`config.mk`:
```
export PLATFORM = sky130hd
export DESIGN_NAME = pogc_front
export DESIGN_NICKNAME = d
export VERILOG_FILES = /design/src/hdl/pogc_pkg.sv /design/src/hdl/pogc_front.sv
export SDC_FILE = /design/constraint.sdc
export NUM_CORES = 1
export LEC_CHECK = 0
export ABC_AREA = 1
export BUFFER_PORTS_ARGS = -buffer_cell sky130_fd_sc_hd__clkbuf_2
export CAP_MARGIN = 20
export CORE_MARGIN = 5
export CORE_UTILIZATION = 31
export CTS_BUF_LIST = sky130_fd_sc_hd__clkbuf_2
export DETAILED_ROUTE_END_ITERATION = 8
export HOLD_SLACK_MARGIN = 0.03
export PLACE_DENSITY = 0.86
export SLEW_MARGIN = 25
export SYNTH_ARGS = -nofsm -noshare
export SYNTH_HDL_FRONTEND = slang
export SYNTH_SLANG_ARGS = --single-unit
```
`constraint.sdc`:
```
create_clock -name clk -period 2 [get_ports clk]
set_input_delay 0.6 -clock clk [delete_from_list [all_inputs] [get_ports clk]]
set_output_delay 0.6 -clock clk [all_outputs]
set_load 0.005 [all_outputs]
```
`src/hdl/pogc_pkg.sv`:
```
`timescale 1ns / 1ps
// ----------------------------------------------------------------------------
// pogc_pkg
// Shared types and constants of the per-azimuth overload gain control unit.
// ----------------------------------------------------------------------------
package pogc_pkg;

    localparam logic [15:0] RESET_THRESHOLD = 16'hEC54;
    localparam logic [7:0]  RESET_GAIN      = 8'd127;
    localparam logic [3:0]  RESET_HALF      = 4'd5;
    localparam logic [7:0]  RESET_LIMIT     = 8'd3;
    localparam logic [7:0]  RESET_MINIMAL   = 8'd0;
    localparam logic [7:0]  RESET_STEP      = 8'd1;
    localparam logic [7:0]  COUNT_MAX       = 8'hFF;

    typedef enum logic [2:0] {
        REG_THRESHOLD = 3'd0,
        REG_HALF      = 3'd1,
        REG_LIMIT     = 3'd2,
        REG_NOMINAL   = 3'd3,
        REG_MINIMAL   = 3'd4,
        REG_STEP      = 3'd5
    } reg_index_t;

    typedef struct packed {
        logic [15:0] threshold;
        logic [3:0]  half_width;
        logic [7:0]  limit;
        logic [7:0]  nominal;
        logic [7:0]  minimal;
        logic [7:0]  step;
    } cfg_t;

    typedef struct packed {
        logic [15:0] azimuth;
        logic        overloaded;
    } job_t;

    typedef struct packed {
        logic [7:0] gain_value;
        logic [9:0] target_line;
    } result_t;

    typedef struct packed {
        logic [7:0] count;
        logic       mark;
        logic [7:0] gain;
    } line_state_t;

    typedef struct packed {
        logic clearing;
        logic busy;
    } back_status_t;

    typedef enum logic [3:0] {
        ST_CLEAR,
        ST_IDLE,
        ST_DIV,
        ST_SETUP,
        ST_HREAD,
        ST_HWRITE,
        ST_CREAD,
        ST_CWRITE,
        ST_NREAD,
        ST_NCHECK
    } back_state_t;

endpackage

```
`src/hdl/pogc_front.sv`:
```
`timescale 1ns / 1ps
// ----------------------------------------------------------------------------
// pogc_front
// Sample front end: tracks the overload flag of the running line and queues
// one job per line end.
// ----------------------------------------------------------------------------
module pogc_front (
    input  logic              clk,
    input  logic              rst_n,
    input  logic              accept,
    input  logic [15:0]       sample,
    input  logic [15:0]       azimuth,
    input  logic              last_in_line,
    input  logic [15:0]       threshold,
    output logic              job_push,
    output pogc_pkg::job_t    job
);

    logic ovl_reg, ovl_next;
    logic hit;

    assign hit            = (sample > threshold);
    assign job_push       = accept && last_in_line;
    assign job.azimuth    = azimuth;
    assign job.overloaded = ovl_reg || hit;

    always_comb
    begin
        ovl_next = ovl_reg;
        if (accept)
        begin
            // drop the flag at every line end
            ovl_next = last_in_line ? 1'b0 : (ovl_reg || hit);
        end
    end

    always_ff @(posedge clk or negedge rst_n)
    begin
        if (!rst_n)
        begin
            ovl_reg <= 1'b0;
        end
        else
        begin
            ovl_reg <= ovl_next;
        end
    end

endmodule

```
* Yosys cells after proc, flatten, opt, wreduce, memory -nomap -nowiden
Cells that the tools add are included.
** Operators by class
- Mux-type cells :: 1
- Order comparisons :: 1
- Reduce and logical (&&, ||, !) cells :: 2
** Operators by type and width (count)
- > comparator 16 bit :: 1
- logical AND 1 bit :: 1
- logical OR 1 bit :: 1
- 2-to-1 mux 1 bit :: 1
** Word-level totals
- Output and inout bits :: 18
- Logic and storage cells :: 5
- Register bits after elaboration :: 1
- Bits of input ports :: 52

* Logic depth before layout (Yosys ltp)
Gate-level depths: netlist (run 1).
- Depth in word-level cells :: 3
- Depth in mapped cells :: 13
- Mapped depth without buffers :: 13

* Worst setup path after synthesis (run 1)
Ideal clock, no wire load.
- Path type :: input to output
- Start point :: in threshold[15]
- End point :: out job[0] in the netlist's numbering
- Setup slack :: -0.016 ns
- Data required time :: 1.400 ns
- Cell stages on the path :: 8
- Buffers on the path :: 0
- Arrival time :: 1.416 ns
- Cell sequence :: inv_1 ha_1 a21oi_1 o21ai_0 a21oi_2 nand2_1 nand2_2 nand2_1
** RTL lines
- from (decl) :: RTL line pogc_front.sv:14 : input logic [15:0] threshold,
- to (decl) :: RTL line pogc_front.sv:16 : output pogc_pkg::job_t job

==> out/qor.csv, run 1 <==
stage,metric,value,unit
timing,Final min period,2.24,ns
grt,antenna violations before repair,0,
worst_setup_path,biggest cell delay along the critical path,0.26,ns
timing,portion of the clock cycle consumed by the worst path in the final layout,1.12,
finish,most used cells in the layout excluding fill and tap cells,"sky130_fd_sc_hd__clkbuf_2, sky130_fd_sc_hd__inv_1, sky130_fd_sc_hd__nand2_1",
worst_setup_path,kind of start point of the critical path,input pin,
worst_setup_path,required time at the endpoint of the critical path,1.40,ns
routing,wire length per cell after detailed routing,9.76,um
routing,drt pass-1 iters,1,
grt,first-pass GRT wire length,1860,um
die,Top-Level Pins,70,
power,power per standard cell area,223,nW/um^2
hold_path,Hold Crit Class,in2async,
routing,number of vias in the routed layout,591,
worst_setup_path,data arrival time of the critical path,1.64,ns
die,standard-cell row count,16,
placement,half-perimeter wire length after detailed placement,1150,um
synthesis,post-synthesis sequential area ratio,0.0407,
finish,ratio of cells with drive above 1 in the final layout,0.500,
timing,slew margin rel.,0.858,
timing,final setup slack of the worst path,-0.237,ns
status,status,"finished, violations left",
die,die width,54.6,um
worst_setup_path,cell type of the slowest stage on the worst timing path,sky130_fd_sc_hd__ha_4,
power,maximum vdd ir drop,75.4,uV
finish,Antenna Cells,0,
placement,cell area after placement,714,sq um
die,die height,54.6,um
timing,number of setup violations in the final report,1,
synthesis,post-synthesis net count,162,
finish,"most common cell after layout, fill and taps aside",sky130_fd_sc_hd__clkbuf_2,
finish,# fillers,224,
worst_setup_path,capturing element type of the critical path,primary output,
worst_setup_path,cells along the critical path,clkbuf_2 -> ha_4 -> nand4_1 -> nor3_4 -> nand2_1 -> nand2_1 -> nand2_2 -> nand2_2 -> clkbuf_2,
timing,unrepaired setup endpoints after global routing,true,
synthesis,post-synthesis instance total,94,
flow_run,Maximum Capacitance Violations,0,
synthesis,share of Yosys cell area claimed by the top area cell type,0.325,
finish,relative area change from synthesis to final layout,40.4,%
finish,post-route cell area,865,sq um
timing,Post-Route Skew,0,ns
worst_setup_path,path type of the worst setup path,in2out,
power,leakage power,0.512,nW
clock_network,"Reg clk slew, reported paths",0,ns
synthesis,average cell area after synthesis,6.55,sq um
die,CORE AREA,1920,sq um
worst_setup_path,"CP delay by family, top",simple AND/OR/NAND/NOR gates,
placement,Worst Setup Slack post-DPL,-0.254,ns
status,violations in the final reports,negative setup slack,
routing,count of routing violations after the opening detailed-route iteration,0,
worst_setup_path,highest fanout seen on the critical path,2,
synthesis,number of storage elements in the synthesis netlist,1,
routing,total wire length,1400,um
die,initial core utilization,0.320,
clock_network,clock latency reported for the late side of the worst-skew pair,0,ns
routing,number of DRC violations after detailed routing,0,
finish,Post-layout nets,186,
timing,slew of the pin with the lowest slew margin,0.210,ns
die,die area,2980,sq um
synthesis,post-synth design cell area,616,sq um
synthesis,Synth area leaders,"sky130_fd_sc_hd__ha_1, sky130_fd_sc_hd__buf_4, sky130_fd_sc_hd__inv_1, sky130_fd_sc_hd__nand2_1, sky130_fd_sc_hd__a21oi_1",
grt,aggregate global-route resource usage,0.0797,
worst_setup_path,worst path buffer plus inverter count,2,
grt,via count of the first global-routing pass,535,
routing,Avg Vias per Cell,4.13,
timing,total count of hold-check failures in the final report,0,
timing,count of final max-slew check failures,0,
grt,GR Overflow Total,0,
synthesis,yosys synthesis warning count,0,
grt,maximum number of pins on one net before global-route repair,4,
timing,achievable clock frequency,447,MHz
synthesis,biggest area consumer among synthesized cells,sky130_fd_sc_hd__ha_1,
placement,placer congestion estimate,0.709,
placement,port buffer count,37,
timing,Fin Setup TNS,-0.237,ns
finish,"flip-flop count of the largest register, all copies and words added",1,
routing,DRT antenna net count,0,
synthesis,post-synthesis cell type count,15,
[Yosys cell counts, drive strengths merged]
cell and count:
nand3 2, inv 22, nand2 20, dfrtp 1, nor2 5, ha 16
a21o 1, nor3 1, buf 16, nand4 1, a21oi 7, o21ai 2
[path summary, 6_finish.rpt]
kind	startpoint	end	slack [ns]	cells after the start
max	sample[8]	job[0]	-0.24	9
min	rst_n	ovl_reg$_DFFE_PN0P_	0.38	1
max reg2reg	ovl_reg$_DFFE_PN0P_	ovl_reg$_DFFE_PN0P_	1.27	2
min reg2reg	ovl_reg$_DFFE_PN0P_	ovl_reg$_DFFE_PN0P_	0.56	2
max in group asynchronous	rst_n	ovl_reg$_DFFE_PN0P_	1.54	1
min in group clk	ovl_reg$_DFFE_PN0P_	ovl_reg$_DFFE_PN0P_	0.56	2
[layer usage]
metal | vias to the layer above | track usage | part of all wire
met2 | 24 | 0.163 | 0.53
met3 | 2 | 0.00545 | 0.10
met4 | 0 | 0.0124 | 0.0043
li1 | 320 | - | -
met5 | - | 0 | 0
met1 | 245 | 0.0883 | 0.36
[power by group]
part	internal [mW]	total, mW	switching [mW]
Clock	0	0	0
Combinational	0.0897	0.168	0.0782
Sequential	0.0238	0.0252	0.00142
[logic make-up (layout without fill, tap and decap cells)]
kind of cell / after synthesis / after routing / synth area share
adders and majority gates: 16 / 16 / 0.325
AOI/OAI and AO/OA: 10 / 10 / 0.0976
DFF: 1 / 1 / 0.0406
and+or+nand+nor: 29 / 29 / 0.207
buffers and inverters: 38 / 60 / 0.329
[repair_timing]
item                                    CTS  global route
pin swaps                                 0            10
setup buffers                             0             1
endpoints found under the setup margin    1             1
gates resized for setup                   1            23
hold buffers                              0             0
gates cloned                              0             0
hold endpoints to repair                  0             0
[stage by stage]
step	hold WS (ns)	util	std cells	power, mW
detailed placement	0.376	0.372	142	0.156
floorplan	0.304	-	94	0.128
CTS	0.377	0.378	142	0.159
global placement	0.375	0.372	142	0.152
global route	0.384	0.450	143	0.219
finish	0.376	0.450	143	0.193
[cell type report]
class	instances	area, sq um	share of cell area
multi-input combinational	55	490	0.567
timing repair buffer	38	230	0.266
inverter	22	85.1	0.0984
tap	27	33.8	0.0391
sequential	1	25.0	0.0289
(Power assumes the default switching activity.)
==> inputs of run 2 (changes only) <==
--- a/config.mk
+++ b/config.mk
@@ -14,6 +14,7 @@
 export DETAILED_ROUTE_END_ITERATION = 8
 export HOLD_SLACK_MARGIN = 0.03
 export PLACE_DENSITY = 0.86
+export REMOVE_ABC_BUFFERS = 1
 export SLEW_MARGIN = 25
 export SYNTH_ARGS = -nofsm -noshare
 export SYNTH_HDL_FRONTEND = slang
==> out/qor.csv, run 2 (same netlist as run 1, synthesis figures left out) <==
stage,metric,value,unit,change
status,status,"finished, violations left",,
status,violations in the final reports,negative setup slack,,
timing,final setup slack of the worst path,-0.226,ns,+0.0114 ns
die,die height,54.6,um,unchanged
timing,slew margin rel.,0.865,,+0.00667
routing,Avg Vias per Cell,4.33,,+4.8%
finish,Final Util,0.493,,+0.0436
placement,half-perimeter wire length after detailed placement,1320,um,+15%
routing,count of routing violations after the opening detailed-route iteration,1,,+1
placement,Worst Setup Slack post-DPL,-0.257,ns,-0.00306 ns
finish,ratio of cells with drive above 1 in the final layout,0.602,,+0.102
finish,Post-layout nets,188,,+1.1%
routing,total wire length,1700,um,+22%
worst_setup_path,Critical R2R Launch,ovl_reg$_DFFE_PN0P_,,
timing,achievable clock frequency,449,MHz,+0.51%
worst_setup_path,capturing element type of the critical path,primary output,,
timing,count of final max-slew check failures,0,,unchanged
clock_network,"Reg clk slew, reported paths",0,ns,unchanged
die,die area,2980,sq um,unchanged
finish,"flip-flop count of the largest register, all copies and words added",1,,unchanged
placement,placer congestion estimate,0.666,,-6.1%
clock_network,clock latency reported for the late side of the worst-skew pair,0,ns,unchanged
die,standard-cell row count,16,,unchanged
worst_setup_path,register-to-register path setup slack,1.28,ns,about the same
routing,number of DRC violations after detailed routing,0,,unchanged
power,power per standard cell area,230,nW/um^2,+3.1%
grt,first-pass GRT wire length,2010,um,+7.7%
flow_run,Maximum Capacitance Violations,0,,unchanged
grt,maximum number of pins on one net before global-route repair,4,,unchanged
placement,port buffer count,37,,unchanged
grt,antenna violations before repair,0,,unchanged
hold_path,Hold Crit Class,in2async,,
grt,GR Overflow Total,0,,unchanged
timing,unrepaired setup endpoints after global routing,true,,
finish,"most common cell after layout, fill and taps aside",sky130_fd_sc_hd__clkbuf_2,,
die,initial core utilization,0.320,,unchanged
die,Top-Level Pins,70,,unchanged
routing,wire length per cell after detailed routing,11.7,um,+20%
timing,Final min period,2.23,ns,-0.0114 ns
worst_setup_path,data arrival time of the critical path,1.63,ns,about the same
finish,relative area change from synthesis to final layout,54.1,%,
timing,total count of hold-check failures in the final report,0,,unchanged
routing,drt pass-1 iters,3,,+2
worst_setup_path,number of cells traversed by the worst register-to-register path,2,,unchanged
worst_setup_path,required time at the endpoint of the critical path,1.40,ns,about the same
timing,number of setup violations in the final report,1,,unchanged
timing,worst-case hold slack,0.377,ns,+0.000843 ns
timing,portion of the clock cycle consumed by the worst path in the final layout,1.11,,-0.00571
power,maximum vdd ir drop,109,uV,+45%
timing,Post-Route Skew,0,ns,unchanged
die,CORE AREA,1920,sq um,unchanged
clock_network,number of hold buffers added after cts,0,,unchanged
worst_setup_path,kind of start point of the critical path,input pin,,
finish,most used cells in the layout excluding fill and tap cells,"sky130_fd_sc_hd__clkbuf_2, sky130_fd_sc_hd__inv_1, sky130_fd_sc_hd__nand2_1",,
worst_setup_path,RR Endpoint,ovl_reg$_DFFE_PN0P_,,
finish,Antenna Cells,0,,unchanged
grt,via count of the first global-routing pass,521,,-2.6%
die,die width,54.6,um,unchanged
routing,DRT antenna net count,0,,unchanged
worst_setup_path,highest fanout seen on the critical path,2,,unchanged
timing,slew of the pin with the lowest slew margin,0.200,ns,-0.00989 ns
routing,number of vias in the routed layout,628,,+6.3%
power,leakage power,0.519,nW,+1.4%
grt,aggregate global-route resource usage,0.0893,,+0.00955
worst_setup_path,path type of the worst setup path,in2out,,
-- run 2: cell count changes in the layout (fill, tap and decap cells not counted), sizes merged --
cell    before  now
buf          7   12
clkbuf      31   28
-- run 2: cell type report --
| cell class | instances | area, sq um |
|---|---|---|
| well taps | 27 | 33.8 |
| repair buffers | 40 | 264 |
| fillers | 196 | 973 |
| multi-input cells | 55 | 538 |
| inverters | 22 | 87.6 |
| flip-flops and latches | 1 | 25.0 |
-- run 2: where the power goes --
group	leakage (nW)	total (mW)	switching (mW)	internal (mW)
logic	0.507	0.193	0.0859	0.107
registers	0.0127	0.0252	0.00146	0.0238
clock network	0	0	0	0
total	0.519	0.218	0.0874	0.131
-- run 2: critical path, cell delays in order --
cell	delay, ns
sky130_fd_sc_hd__buf_6	0.07
sky130_fd_sc_hd__inv_4	0.03
sky130_fd_sc_hd__ha_4	0.25
sky130_fd_sc_hd__nand4_1	0.11
sky130_fd_sc_hd__nor3_2	0.21
sky130_fd_sc_hd__nand2_1	0.07
sky130_fd_sc_hd__nand2_1	0.07
sky130_fd_sc_hd__nand2_2	0.06
sky130_fd_sc_hd__nand2_1	0.05
sky130_fd_sc_hd__clkbuf_2	0.11
-- run 2: repair_timing --
item,4_1_cts,5_1_grt
setup buffers,0,1
resized for setup,5,34
pin swaps,3,17
hold endpoints to repair,0,0
setup endpoints to repair,1,1
-- run 2: worst max-delay path by stage --
stage                     slack [ns]           from  endpoint
after floorplan                -0.02  threshold[15]    job[0]
after global placement         -0.26  threshold[15]    job[0]
after detailed placement       -0.26  threshold[11]    job[0]
after CTS                      -0.24   threshold[7]    job[0]
after global routing           -0.31   threshold[2]    job[0]
final                          -0.23   threshold[9]    job[0]
-- run 2: stage by stage --
step	instance area, sq um	total power, mW	cells	TNS, ns
after floorplan	495	0.102	78	-0.0160
after detailed placement	729	0.161	144	-0.257
final	948	0.218	145	-0.226
after global placement	729	0.159	144	-0.256
after CTS	767	0.171	144	-0.238
after global routing	948	0.247	145	-0.308
-- run 2: metal layers --
layer	GRT usage	vias to the layer above	wire, um
li1	-	326	-
met1	0.101	256	620
met2	0.129	46	802
met3	0.0708	0	275
met4	0	0	0
met5	0.104	-	0
