--- src/hdl/pogc_fifo.sv ---
`timescale 1ns / 1ps
// ----------------------------------------------------------------------------
// pogc_fifo
// Small register queue with push/full and pop/empty sides.
// ----------------------------------------------------------------------------
module pogc_fifo #(
    parameter int WIDTH = 8,
    parameter int DEPTH = 2
) (
    input  logic             clk,
    input  logic             rst_n,
    input  logic             push,
    input  logic [WIDTH-1:0] din,
    output logic             full,
    input  logic             pop,
    output logic [WIDTH-1:0] dout,
    output logic             empty
);

    localparam int AW = (DEPTH > 1) ? $clog2(DEPTH) : 1;

    logic [WIDTH-1:0] mem [DEPTH];
    logic [AW-1:0]    wr_ptr_reg, wr_ptr_next;
    logic [AW-1:0]    rd_ptr_reg, rd_ptr_next;
    logic [AW:0]      count_reg, count_next;
    logic             do_push, do_pop;

    assign full    = (count_reg == (AW+1)'(DEPTH));
    assign empty   = (count_reg == '0);
    assign do_push = push && !full;
    assign do_pop  = pop && !empty;
    assign dout    = mem[rd_ptr_reg];

    always_comb
    begin
        wr_ptr_next = wr_ptr_reg;
        rd_ptr_next = rd_ptr_reg;
        if (do_push)
        begin
            wr_ptr_next = (wr_ptr_reg == AW'(DEPTH - 1)) ? '0 : wr_ptr_reg + 1'b1;
        end
        if (do_pop)
        begin
            rd_ptr_next = (rd_ptr_reg == AW'(DEPTH - 1)) ? '0 : rd_ptr_reg + 1'b1;
        end
        count_next = count_reg + (AW+1)'(do_push) - (AW+1)'(do_pop);
    end

    always_ff @(posedge clk or negedge rst_n)
    begin
        if (!rst_n)
        begin
            wr_ptr_reg <= '0;
            rd_ptr_reg <= '0;
            count_reg  <= '0;
        end
        else
        begin
            wr_ptr_reg <= wr_ptr_next;
            rd_ptr_reg <= rd_ptr_next;
            count_reg  <= count_next;
        end
    end

    always_ff @(posedge clk)
    begin
        if (do_push)
        begin
            mem[wr_ptr_reg] <= din;
        end
    end

endmodule

--- config.mk ---
export PLATFORM = sky130hd
export DESIGN_NAME = pogc_fifo
export DESIGN_NICKNAME = d
export VERILOG_FILES = /design/src/hdl/pogc_fifo.sv
export SDC_FILE = /design/constraint.sdc
export NUM_CORES = 1
export LEC_CHECK = 0
export BUFFER_PORTS_ARGS = -buffer_cell sky130_fd_sc_hd__buf_2
export CAP_MARGIN = 10
export CORE_ASPECT_RATIO = 1.25
export CORE_MARGIN = 2
export CORE_UTILIZATION = 35
export CTS_CLUSTER_DIAMETER = 120
export DETAILED_ROUTE_END_ITERATION = 7
export SETUP_SLACK_MARGIN = 0.2
export SLEW_MARGIN = 20
export SYNTH_ARGS = -nofsm -noshare
export SYNTH_HDL_FRONTEND = slang
export SYNTH_SLANG_ARGS = --single-unit
export TNS_END_PERCENT = 1
--- constraint.sdc ---
create_clock -name clk -period 1.65 [get_ports clk]
set_input_delay 0.0825 -clock clk [delete_from_list [all_inputs] [get_ports clk]]
set_output_delay 0.0825 -clock clk [all_outputs]
set_load 0.03 [all_outputs]
# Word-level counts from Yosys, hierarchy flattened
# Memory sizes are Yosys's and may differ from the RTL's.
# Cells that the tools add are included.
# W data, S select, Z words.
# totals
register_bits,4
latch_bits,0
ram_bits,16
mem_bits_ro,0
inputBits,12
output_inout_bits,10
elab_cells,18
memories,1
# op_classes
addsub,4
mul,0
div,0
order_cmp,0
n_eq_ne,1
n_shift,0
n_mux,4
n_bitwise,0
reduce_logical,5
# mem_list
name,words,width,read_ports,rd_ports_with_merged_regs,write_ports,line,source
mem,2,8,1,0,1,22,logic [WIDTH-1:0] mem [DEPTH];
# op_table
cell,count
$mux W1,4
$add A1 B1 Y1 const B,2
$add A2 B1 Y2,1
$eq A2 B2 Y1 const B,1
$logic_and A1 B1 Y1,2
$logic_not A1 Y1,2
$logic_not A2 Y1,1
$sub A2 B1 Y2,1

# Depth between registers and ports, before layout
# Gate-level depths: netlist of run 1.
# depth
ltp_word,5
depth_mapped,7
ltp_nobuf,7

# Worst setup path before layout of run 1
# No wires, ideal clock.
# synth_timing
path_type,reg2reg
from,reg count_reg[0]
to,reg count_reg[1]
setup_time_ps,123
arrival_ps,1534
t_required_ps,1527
path_slack_ps,-7
path_stages_with_launch,8
path_buffers,0
synth_period_minus_slack_ps,1657
cell_sequence,dfrtp_1 > nor2_2 > nor2b_2 > ha_1 > inv_1 > ha_1 > xnor2_1 > xnor2_1
# synth_between
elab_cells_between_ends,8
classes_between,add/sub (2); eq/ne (1); reduce/logical (5)
# synth_rtl
element,line,source
start: declaration,25,"logic [AW:0] count_reg, count_next;"
start signal: assignment,61,count_reg <= count_next;
$logic_not A2 Y1,29,assign empty = (count_reg == '0);
via empty,17,output logic empty
$logic_not A1 Y1,31,assign do_pop = pop && !empty;
$logic_and A1 B1 Y1,31,
via do_pop,26,"logic do_push, do_pop;"
$sub A2 B1 Y2,46,count_next = count_reg + (AW+1)'(do_push) - (AW+1)'(do_pop);
via count_next[1],25,
# The timed path passes the listed nets, and every way through them passes these cells.
# A chain may end at the register's enable or synchronous reset.

# Worst setup path in the final report of run 1
# layout_timing
from,reg count_reg[0]
to,reg count_reg[1]
# layout_between
elab_chain_cells,5
elab_cells_between_ends,8
classes_between,add/sub (2); eq/ne (1); reduce/logical (5)
# layout_rtl
element,line,source
$eq A2 B2 Y1,28,assign full = (count_reg == (AW+1)'(DEPTH));
$logic_not A1 Y1,30,assign do_push = push && !full;
$logic_and A1 B1 Y1,30,
$add A2 B1 Y2,46,
$sub A2 B1 Y2 *,46,
via count_next[1],25,
# Mark *: on every way through the listed nets, which the timed path passes. The rest lies on a longest branch.

==> metrics, run 1 <==
status=finished clean; die height=56.9 um; area growth from synthesis to layout=46.1%; hpwl dp=approximately 830 um; Clock Sinks=20; commonest non-fill, non-tap cell in the layout=buf_2; total gr overflow=0; Core Region=roughly 2200 um2; Syn Area/Cell=approximately 18 um2; TritonCTS Buffers=3; Syn Nets=57; required time of the worst setup path=1.84 ns; initial antenna violation count=0; Setup crit start kind=flop; gate count of the mapped netlist=43; IO Count=22; first-pass GRT wire length=1820 um; area share of the largest cell type after synthesis=approximately three fifths; port buffer count=21; post-synth cell types=14; PnR worst setup slack=0.190 ns; # DRC=0; Pwr Density=1830 nW/um2; critical-path maximum fanout=3; Final Net Count=95; R2R setup slack=between 0.15 and 0.2 ns; hold crit path type=in2async; Comb power frac=41.8%; Worst R2R End=count_reg[1]; DP Worst Slack=a little under 0.1 ns; final setup violation count=0; fin crit share=a little under 90%; reported net switching power=0.736 mW; FMAX=685 MHz; final WL=1230 um; GPL Wtd Cong=around 0.64; Slew HR=72.9%; Fin Hold WS=0.107 ns; Clk Latency, worst-skew pair=0.29 ns; maximum VDD drop=1090 uV; Clock transition at path regs=0.11 ns; CTS tree=yes; RSZ-0062 raised after global routing=yes; Sw Ratio=35.1%; Fin. Hold Viols=0; largest net degree at the start of global routing=13; commonest cells after routing, fill and taps aside=21 x buf_2, 16 x edfxtp_1, 9 x dlygate4sd3_1, 8 x mux2_2, 4 x buf_4; vias per inst=4.20; max-slew violations=0; Worst Skew=0.00401 ns; Root Buffer=clkbuf_4; max FFs per register=16; cell accounting for the most synthesized area=edfxtp_1; Crit Path Category=reg2reg; vias in the first global route=457; synth top area cells=edfxtp_1 61%, dfrtp_1 13%, mux2_2 11%; total track usage=10.0%; Clock Tree Buf Depth=2; Register-to-Register Path Depth=7; mapped cell area=785 um2; yosys warns=0; DIE WIDTH=roughly 46 um; CP arrival=1.65 ns; die area=2640 um2; Clock Power Share=18.6%; Pint=1.36 mW; antenna fix cells=0; site row count=19; Lkg Pwr=0.462 nW; wire length per cell=between 10 and 15 um; fraction of layout cells with a size suffix above 1=around 60%; routed vias=466; Fill cells=200; Seq/Total Area, Yosys=74.0%; Finished Core Util=53.0%; DRT iter0 DRCs=7; Sequential Power Share=39.6%; TNS Setup=0 ns; FF+latch count, synth=20; max cap viols=0; CP endpoint kind=flop; pin slew with the least headroom to its limit=0.407 ns; Tmin final=1.46 ns; Register Area=584 um2; multi-input logic area=238 um2; Post-DRT Antenna Nets=0; 1st-pass router iterations=3; initial core utilization=about 36%; Reg2Reg Launch Point=count_reg[0]; Max H-tree Level=1
[what timing repair did]
| action | in CTS | in global routing |
|---|---|---|
| endpoints found under the hold margin | 20 | 0 |
| endpoints found under the setup margin | 9 | 9 |
| pin swaps | 0 | 5 |
| gates resized for setup | 2 | 9 |
| hold buffers | 9 | 0 |
| buffers inserted | 0 | 3 |
[through the flow]
step | cells | total power [mW] | area, um2
final | 111 | 2.10 | 1150
after global routing | 111 | 2.21 | 1150
after CTS | 108 | 1.98 | 1080
after detailed placement | 95 | 1.55 | 930
after global placement | 95 | 1.53 | 930
after floorplan | 43 | 1.37 | 790
[worst max-delay path by stage]
stage / cells past startpoint / startpoint / to
4_1_cts: 7 / count_reg[0] / count_reg[1]
3_3_place_gp: 7 / count_reg[0] / count_reg[1]
2_1_floorplan: 7 / count_reg[0] / count_reg[1]
5_1_grt: 7 / count_reg[0] / count_reg[1]
6_report: 7 / count_reg[0] / count_reg[1]
3_5_place_dp: 7 / count_reg[0] / count_reg[1]
[logic make-up after synthesis]
logic type / Yosys count / share of synthesized area, %
and+or+nand+nor: 6 / 4.47
DFF: 20 / 74.0
adders and majority gates: 2 / 3.19
buffers and inverters: 3 / 2.39
muxes: 8 / 11.5
xor gates and xnor gates: 4 / 4.47
[final cells by class]
cell class / instances / share of cell area (%)
Clock inverter: 1 / 2.62
Sequential cell: 20 / 51.0
Multi-Input combinational cell: 20 / 20.7
Tap cell: 31 / 3.38
Inverter: 2 / 0.655
Clock buffer: 3 / 1.97
Timing Repair Buffer: 34 / 19.7
[power by group through the flow]
stage	Clock [mW]	Combinational (mW)	Sequential [mW]
floorplan	0	0.603	0.771
global route	0.423	0.937	0.848
detailed placement	0	0.723	0.827
finish	0.389	0.876	0.831
global placement	0	0.712	0.817
CTS	0.399	0.756	0.825
[synth_stat cells, drive strengths merged]
master and count:
and3 1, inv 2, buf 1, xor2 1, dfrtp 4, mux2 8, edfxtp 16, nand2b 1
nand2 1, nor2 2, nor2b 1, xnor2 3, ha 2
[critical path, cell delays in order (launching register included)]
cell      delay, ns
dfrtp_2        0.44
nand2b_4       0.17
nand2_4        0.06
ha_4           0.25
inv_2          0.04
ha_4           0.15
xnor2_2        0.13
xnor2_1        0.12
[routing by layer]
| metal | wire [um] | GRT usage [%] | up-vias |
|---|---|---|---|
| li1 | - | - | 229 |
| met1 | 503 | 10.5 | 226 |
| met2 | 666 | 16.3 | 11 |
| met3 | 55 | 3.80 | 0 |
| met4 | 0 | 6.12 | 0 |
| met5 | 0 | 0 | - |
Power figures use the tool's default switching activity.
==> run 2: changes to the inputs <==
--- a/config.mk
+++ b/config.mk
@@ -12,6 +12,7 @@
 export CORE_UTILIZATION = 35
 export CTS_CLUSTER_DIAMETER = 120
 export DETAILED_ROUTE_END_ITERATION = 7
+export REMOVE_ABC_BUFFERS = 1
 export SETUP_SLACK_MARGIN = 0.2
 export SLEW_MARGIN = 20
 export SYNTH_ARGS = -nofsm -noshare
==> metrics, run 2 (same netlist as run 1, synthesis figures left out) <==
first-pass GRT wire length=1790 um (was 1820 um); Root Buffer=clkbuf_4 (unchanged); Sequential Power Share=44.0% (was 39.6%); DP Worst Slack=0.139 ns (was 0.0961 ns); CP arrival=1.67 ns (was 1.65 ns); Core Region=2160 um2 (unchanged); Worst Skew=0.0115 ns (was 0.00401 ns); Pwr Density=1700 nW/um2 (was 1830 nW/um2); routed vias=453 (was 466); Post-Place Cells=96 (was 95); wire length per cell=10.9 um (was 11.0 um); # DRC=0 (unchanged); CP cell instances=nor2_2 > nor2b_2 > ha_1 > inv_1 > ha_2 > xnor2_2 > xnor2_1 (was nand2b_4 > nand2_4 > ha_4 > inv_2 > ha_4 > xnor2_2 > xnor2_1); initial antenna violation count=0 (unchanged); R2R setup slack=0.15 ns (was 0.19 ns); die area=2640 um2 (unchanged); 1st-pass router iterations=1 (was 3); DRT iter0 DRCs=0 (was 7); total track usage=9.68% (was 10.0%); pin slew with the least headroom to its limit=0.384 ns (was 0.407 ns); PnR worst setup slack=0.155 ns (was 0.190 ns); Fin. Hold Viols=0 (unchanged); total gr overflow=0 (unchanged); largest net degree at the start of global routing=12 (was 13); CTS tree=yes (unchanged); Slew HR=74.4% (was 72.9%); Max H-tree Level=1 (unchanged); Tmin final=1.50 ns (was 1.46 ns); fin crit share=90.6% (was 88.5%); Lkg Pwr=0.448 nW (was 0.462 nW); Clock Sinks=20 (unchanged); FMAX=669 MHz (was 685 MHz); reported net switching power=0.686 mW (was 0.736 mW); antenna fix cells=0 (unchanged); Clk Latency, worst-skew pair=0.29 ns (about the same); Sw Ratio=37.1% (was 35.1%); critical-path maximum fanout=3 (unchanged); Final Net Count=95 (unchanged); IO Count=22 (unchanged); required time of the worst setup path=1.82 ns (was 1.84 ns); fraction of layout cells with a size suffix above 1=53.8% (was 60.0%); DIE WIDTH=46.3 um (unchanged); Setup crit start kind=flop (unchanged); Comb power frac=43.6% (was 41.8%); CP endpoint kind=flop (unchanged); Critical-path top delay cell=dfrtp_1 (was dfrtp_2); TritonCTS Buffers=3 (unchanged); max FFs per register=16 (unchanged); GPL Wtd Cong=0.618 (was 0.642); final WL=1210 um (was 1230 um); vias per inst=4.08 (was 4.20); Crit Path Category=reg2reg (unchanged); area growth from synthesis to layout=38.3% (was 46.1%); Clock Tree Buf Depth=2 (unchanged); die height=56.9 um (unchanged); final setup violation count=0 (unchanged); Clock Power Share=12.4% (was 18.6%); max cap viols=0 (unchanged); hold crit path type=in2reg (was in2async); maximum VDD drop=910 uV (was 1090 uV); Clock transition at path regs=0.11 ns (about the same); Pint=1.16 mW (was 1.36 mW); highest cell delay on the worst timing path=0.45 ns (was 0.44 ns); vias in the first global route=431 (was 457); Non-Filler Instances=111 (unchanged); hpwl dp=838 um (was 828 um); RSZ-0062 raised after global routing=yes (unchanged); commonest non-fill, non-tap cell in the layout=buf_2 (unchanged); site row count=19 (unchanged); commonest cells after routing, fill and taps aside=21 x buf_2, 16 x edfxtp_1, 9 x dlygate4sd3_1, 8 x mux2_2, 4 x buf_4 (unchanged); max-slew violations=0 (unchanged); initial core utilization=36.3% (unchanged); total power=1.85 mW (was 2.10 mW); status=finished clean (unchanged); port buffer count=21 (unchanged); Post-DRT Antenna Nets=0 (unchanged)
==> run 2: cell type report <==
class	count	area [um2]
Clock buffer	4	26.3
Fill cell	196	1080
Inverter	2	7.51
Multi-Input combinational cell	20	205
Sequential cell	20	582
Tap cell	31	38.8
Timing Repair Buffer	34	225
==> run 2: through the flow <==
stage                     util [%]  hold slack [ns]  TNS [ns]  instance area [um2]
final                         50.1           0.0682         0                 1080
after global routing          50.1           0.0684         0                 1080
after CTS                     48.5            0.102         0                 1050
after detailed placement      43.1           -0.103         0                  932
after global placement        43.1           -0.104         0                  932
after floorplan                  -           -0.213  -0.00742                  773
==> run 2: final timing paths <==
kind,end,start,cells past startpoint
hold reg to reg,wr_ptr_reg,wr_ptr_reg,1
setup / recovery,count_reg[1],count_reg[1],7
max in group asynchronous,rd_ptr_reg,rst_n,2
min in group asynchronous,wr_ptr_reg,rst_n,2
hold / removal,wr_ptr_reg,push,3
setup reg to reg,count_reg[1],count_reg[1],7
==> run 2: power by group through the flow <==
stage	Clock, mW	Combinational [mW]	Sequential [mW]
floorplan	0	0.543	0.788
finish	0.229	0.806	0.813
CTS	0.235	0.742	0.813
global route	0.257	0.876	0.832
global placement	0	0.713	0.812
detailed placement	0	0.722	0.819
==> run 2: timing repair <==
item	CTS	global route
setup buffers	0	2
pin swaps	0	3
gates resized for setup	1	4
hold buffers	9	0
endpoints found under the hold margin	20	0
setup endpoints to repair	9	9
==> run 2: critical path: cells and delay by family, from the launching register on <==
family	cells	cell delay, ns
xor gates and xnor gates	2	0.26
and+or+nand+nor	2	0.21
adders and majority gates	2	0.43
buffers and inverters	1	0.04
DFF	1	0.45
==> run 2: per-layer routing <==
layer	share of wire (%)	GRT usage, %	vias up
li1	-	-	229
met1	47	12.6	206
met2	45	14.1	16
met3	6.6	2.53	2
met4	0.99	6.12	0
met5	0	0	-
==> run 3: changes to the inputs <==
--- a/config.mk
+++ b/config.mk
@@ -5,6 +5,7 @@
 export SDC_FILE = /design/constraint.sdc
 export NUM_CORES = 1
 export LEC_CHECK = 0
+export ABC_AREA = 1
 export BUFFER_PORTS_ARGS = -buffer_cell sky130_fd_sc_hd__buf_2
 export CAP_MARGIN = 10
 export CORE_ASPECT_RATIO = 1.25
@@ -14,7 +15,6 @@
 export DETAILED_ROUTE_END_ITERATION = 7
 export REMOVE_ABC_BUFFERS = 1
 export SETUP_SLACK_MARGIN = 0.2
-export SLEW_MARGIN = 20
 export SYNTH_ARGS = -nofsm -noshare
 export SYNTH_HDL_FRONTEND = slang
 export SYNTH_SLANG_ARGS = --single-unit
==> metrics, run 3 <==
status=finished clean (unchanged); Final Net Count=124 (was 95); DP Area=963 um2 (was 932 um2); Crit Path Category=reg2reg (unchanged); TNS Setup=0 ns (unchanged); max FFs per register=16 (unchanged); die height=58.2 um (was 56.9 um); ys flop type=edfxtp_1 (unchanged); wire length per cell=9.77 um (was 10.9 um); area growth from synthesis to layout=34.5% (was 38.3%); Tmin final=1.39 ns (was 1.50 ns); fraction of layout cells with a size suffix above 1=28.4% (was 53.8%); vias in the first global route=518 (was 431); Synth Area in Compound Gates=0% (unchanged); Worst Skew=0.00183 ns (was 0.0115 ns); hpwl dp=953 um (was 838 um); DP Worst Slack=0.261 ns (was 0.139 ns); DIE WIDTH=47.4 um (was 46.3 um); Register Area=582 um2 (unchanged); DR WL met3=78 um (was 80 um); Synth Area in XOR/XNOR=0% (was 4.47%); 1st-pass router iterations=4 (was 1); TritonCTS Buffers=3 (unchanged); PnR worst setup slack=0.257 ns (was 0.155 ns); die area=2760 um2 (was 2640 um2); vias per inst=4.16 (was 4.08); Syn Area/Cell=11.0 um2 (was 18.2 um2); Clock Tree Buf Depth=2 (unchanged); antenna fix cells=0 (unchanged); Post-synth EDFFs=16 (unchanged); port buffer count=21 (unchanged); Core Region=2210 um2 (was 2160 um2); Pwr Density=1810 nW/um2 (was 1700 nW/um2); max cap viols=0 (unchanged); mapped cell area=823 um2 (was 785 um2); Clock transition at path regs=0.11 ns (about the same); IO Count=22 (unchanged); gate count of the mapped netlist=75 (was 43); RSZ-0062 raised after global routing=yes (unchanged); max-slew violations=0 (unchanged); Met2 Wirelength=712 um (was 547 um); reported net switching power=0.809 mW (was 0.686 mW); total track usage=11.4% (was 9.68%); maximum VDD drop=796 uV (was 910 uV); Max H-tree Level=1 (unchanged); Fill cells=200 (was 196); R2R setup slack=0.26 ns (was 0.15 ns); Sw Ratio=40.4% (was 37.1%); adder-cell share of the synthesized area=3.04% (was 3.19%); fin area=1110 um2 (was 1080 um2); Post-Place Cells=127 (was 96); hold crit path type=in2reg (unchanged); count leader, synth=nand2_1 (was edfxtp_1); Commonest cells post-synth=35 x nand2_1, 16 x edfxtp_1, 9 x inv_1 (was 16 x edfxtp_1, 8 x mux2_2, 4 x dfrtp_1); Root Buffer=clkbuf_4 (unchanged); commonest cells after routing, fill and taps aside=35 x nand2_1, 21 x buf_2, 16 x edfxtp_1, 9 x inv_1, 9 x dlygate4sd3_1 (was 21 x buf_2, 16 x edfxtp_1, 9 x dlygate4sd3_1, 8 x mux2_2, 4 x buf_4); Post-Route M1 WL=541 um (was 567 um); initial core utilization=37.2% (was 36.3%); final setup violation count=0 (unchanged); CP arrival=1.60 ns (was 1.67 ns); Clock Power Share=19.8% (was 12.4%); first-pass GRT wire length=2150 um (was 1790 um); final WL=1370 um (was 1210 um); Lkg Pwr=0.544 nW (was 0.448 nW); Fin Hold WS=0.0309 ns (was 0.0682 ns); DRT iter0 DRCs=5 (was 0); fraction of registers with async set/reset=20.0% (unchanged); Clk Latency, worst-skew pair=0.30 ns (was 0.29 ns); largest net degree at the start of global routing=13 (was 12); Slew HR=77.2% (was 74.4%); cell accounting for the most synthesized area=edfxtp_1 (unchanged); Setup crit start kind=flop (unchanged); commonest non-fill, non-tap cell in the layout=nand2_1 (was buf_2); Setup Fix Bufs, Post-CTS=0 (unchanged); yosys warns=0 (unchanged); total gr overflow=0 (unchanged); required time of the worst setup path=1.85 ns (was 1.82 ns); Seq/Total Area, Yosys=70.5% (was 74.0%); post-synthesis mux area share=0% (was 11.5%); Fin. Hold Viols=0 (unchanged); pin slew with the least headroom to its limit=0.342 ns (was 0.384 ns); Clock Sinks=20 (unchanged); Pint=1.19 mW (was 1.16 mW); multi-input logic area=188 um2 (was 205 um2); Comb power frac=40.8% (was 43.6%); GPL Wtd Cong=0.698 (was 0.618); CP endpoint kind=flop (unchanged); Non-Filler Instances=140 (was 111); FF+latch count, synth=20 (unchanged); critical-path maximum fanout=3 (unchanged); FMAX=718 MHz (was 669 MHz); Sequential Power Share=39.4% (was 44.0%); area share of the largest cell type after synthesis=58.4% (was 61.2%); CTS tree=yes (unchanged); fraction of the mapped netlist area in simple logic gates=19.8% (was 4.47%); Post-DRT Antenna Nets=0 (unchanged); routed vias=583 (was 453); uppermost layer routed=met4 (unchanged); synth top area cells=edfxtp_1 58%, nand2_1 16%, dfrtp_1 12% (was edfxtp_1 61%, dfrtp_1 13%, mux2_2 11%); initial antenna violation count=0 (unchanged); # DRC=0 (unchanged); main combinational cell family by area after synthesis=simple AND/OR/NAND/NOR gates (was multiplexers); site row count=19 (unchanged); post-synth cell types=11 (was 14); fin crit share=84.4% (was 90.6%)
run 3: worst paths after layout:
path	to	from	cells past startpoint
hold / removal	rd_ptr_reg	pop	3
min in group asynchronous	wr_ptr_reg	rst_n	2
hold reg to reg	wr_ptr_reg	wr_ptr_reg	2
setup reg to reg	count_reg[1]	count_reg[1]	10
max in group asynchronous	rd_ptr_reg	rst_n	2
setup / recovery	count_reg[1]	count_reg[1]	10
run 3: final cells by class:
| class | count | area share, % |
|---|---|---|
| Clock buffer | 3 | 2.03 |
| Clock inverter | 1 | 2.71 |
| Inverter | 11 | 3.95 |
| Multi-Input combinational cell | 43 | 16.9 |
| Sequential cell | 20 | 52.5 |
| Tap cell | 31 | 3.50 |
| Timing Repair Buffer | 31 | 18.3 |
run 3: power groups by stage:
stage | Sequential, mW | Combinational [mW] | Clock, mW
final | 0.789 | 0.816 | 0.397
after global routing | 0.806 | 0.919 | 0.431
after CTS | 0.787 | 0.829 | 0.409
after floorplan | 0.775 | 0.593 | 0
after detailed placement | 0.799 | 0.811 | 0
after global placement | 0.794 | 0.796 | 0
run 3: kinds of logic (layout without fill, tap and decap cells):
family | count (synthesis) | after routing
flops | 20 | 20
simple gates | 41 | 41
fa+ha+maj | 2 | 2
buf+inv | 12 | 46
run 3: critical path: stages, from the launching register on:
cell,delay [ns]
dfrtp_1,0.41
inv_1,0.08
nand2_2,0.07
nand2_1,0.07
inv_1,0.04
ha_1,0.27
inv_1,0.06
ha_1,0.15
inv_1,0.04
nand2_1,0.05
nand2_1,0.05
run 3: stage by stage:
step	power (mW)	util, %
6_report	2.00	50.1
5_1_grt	2.16	50.1
4_1_cts	2.02	50.0
3_5_place_dp	1.61	43.6
3_3_place_gp	1.59	43.6
2_1_floorplan	1.37	-
run 3: timing repair:
action / in CTS / in global routing
hold buffers: 9 / 0
resized for setup: 0 / 1
endpoints found under the hold margin: 20 / 0
setup endpoints to repair: 0 / 10
run 3: layer usage:
layer	global-route usage, %	vias up
li1	-	307
met1	13.6	250
met2	18.1	22
met3	1.87	4
met4	7.14	0
met5	0	-
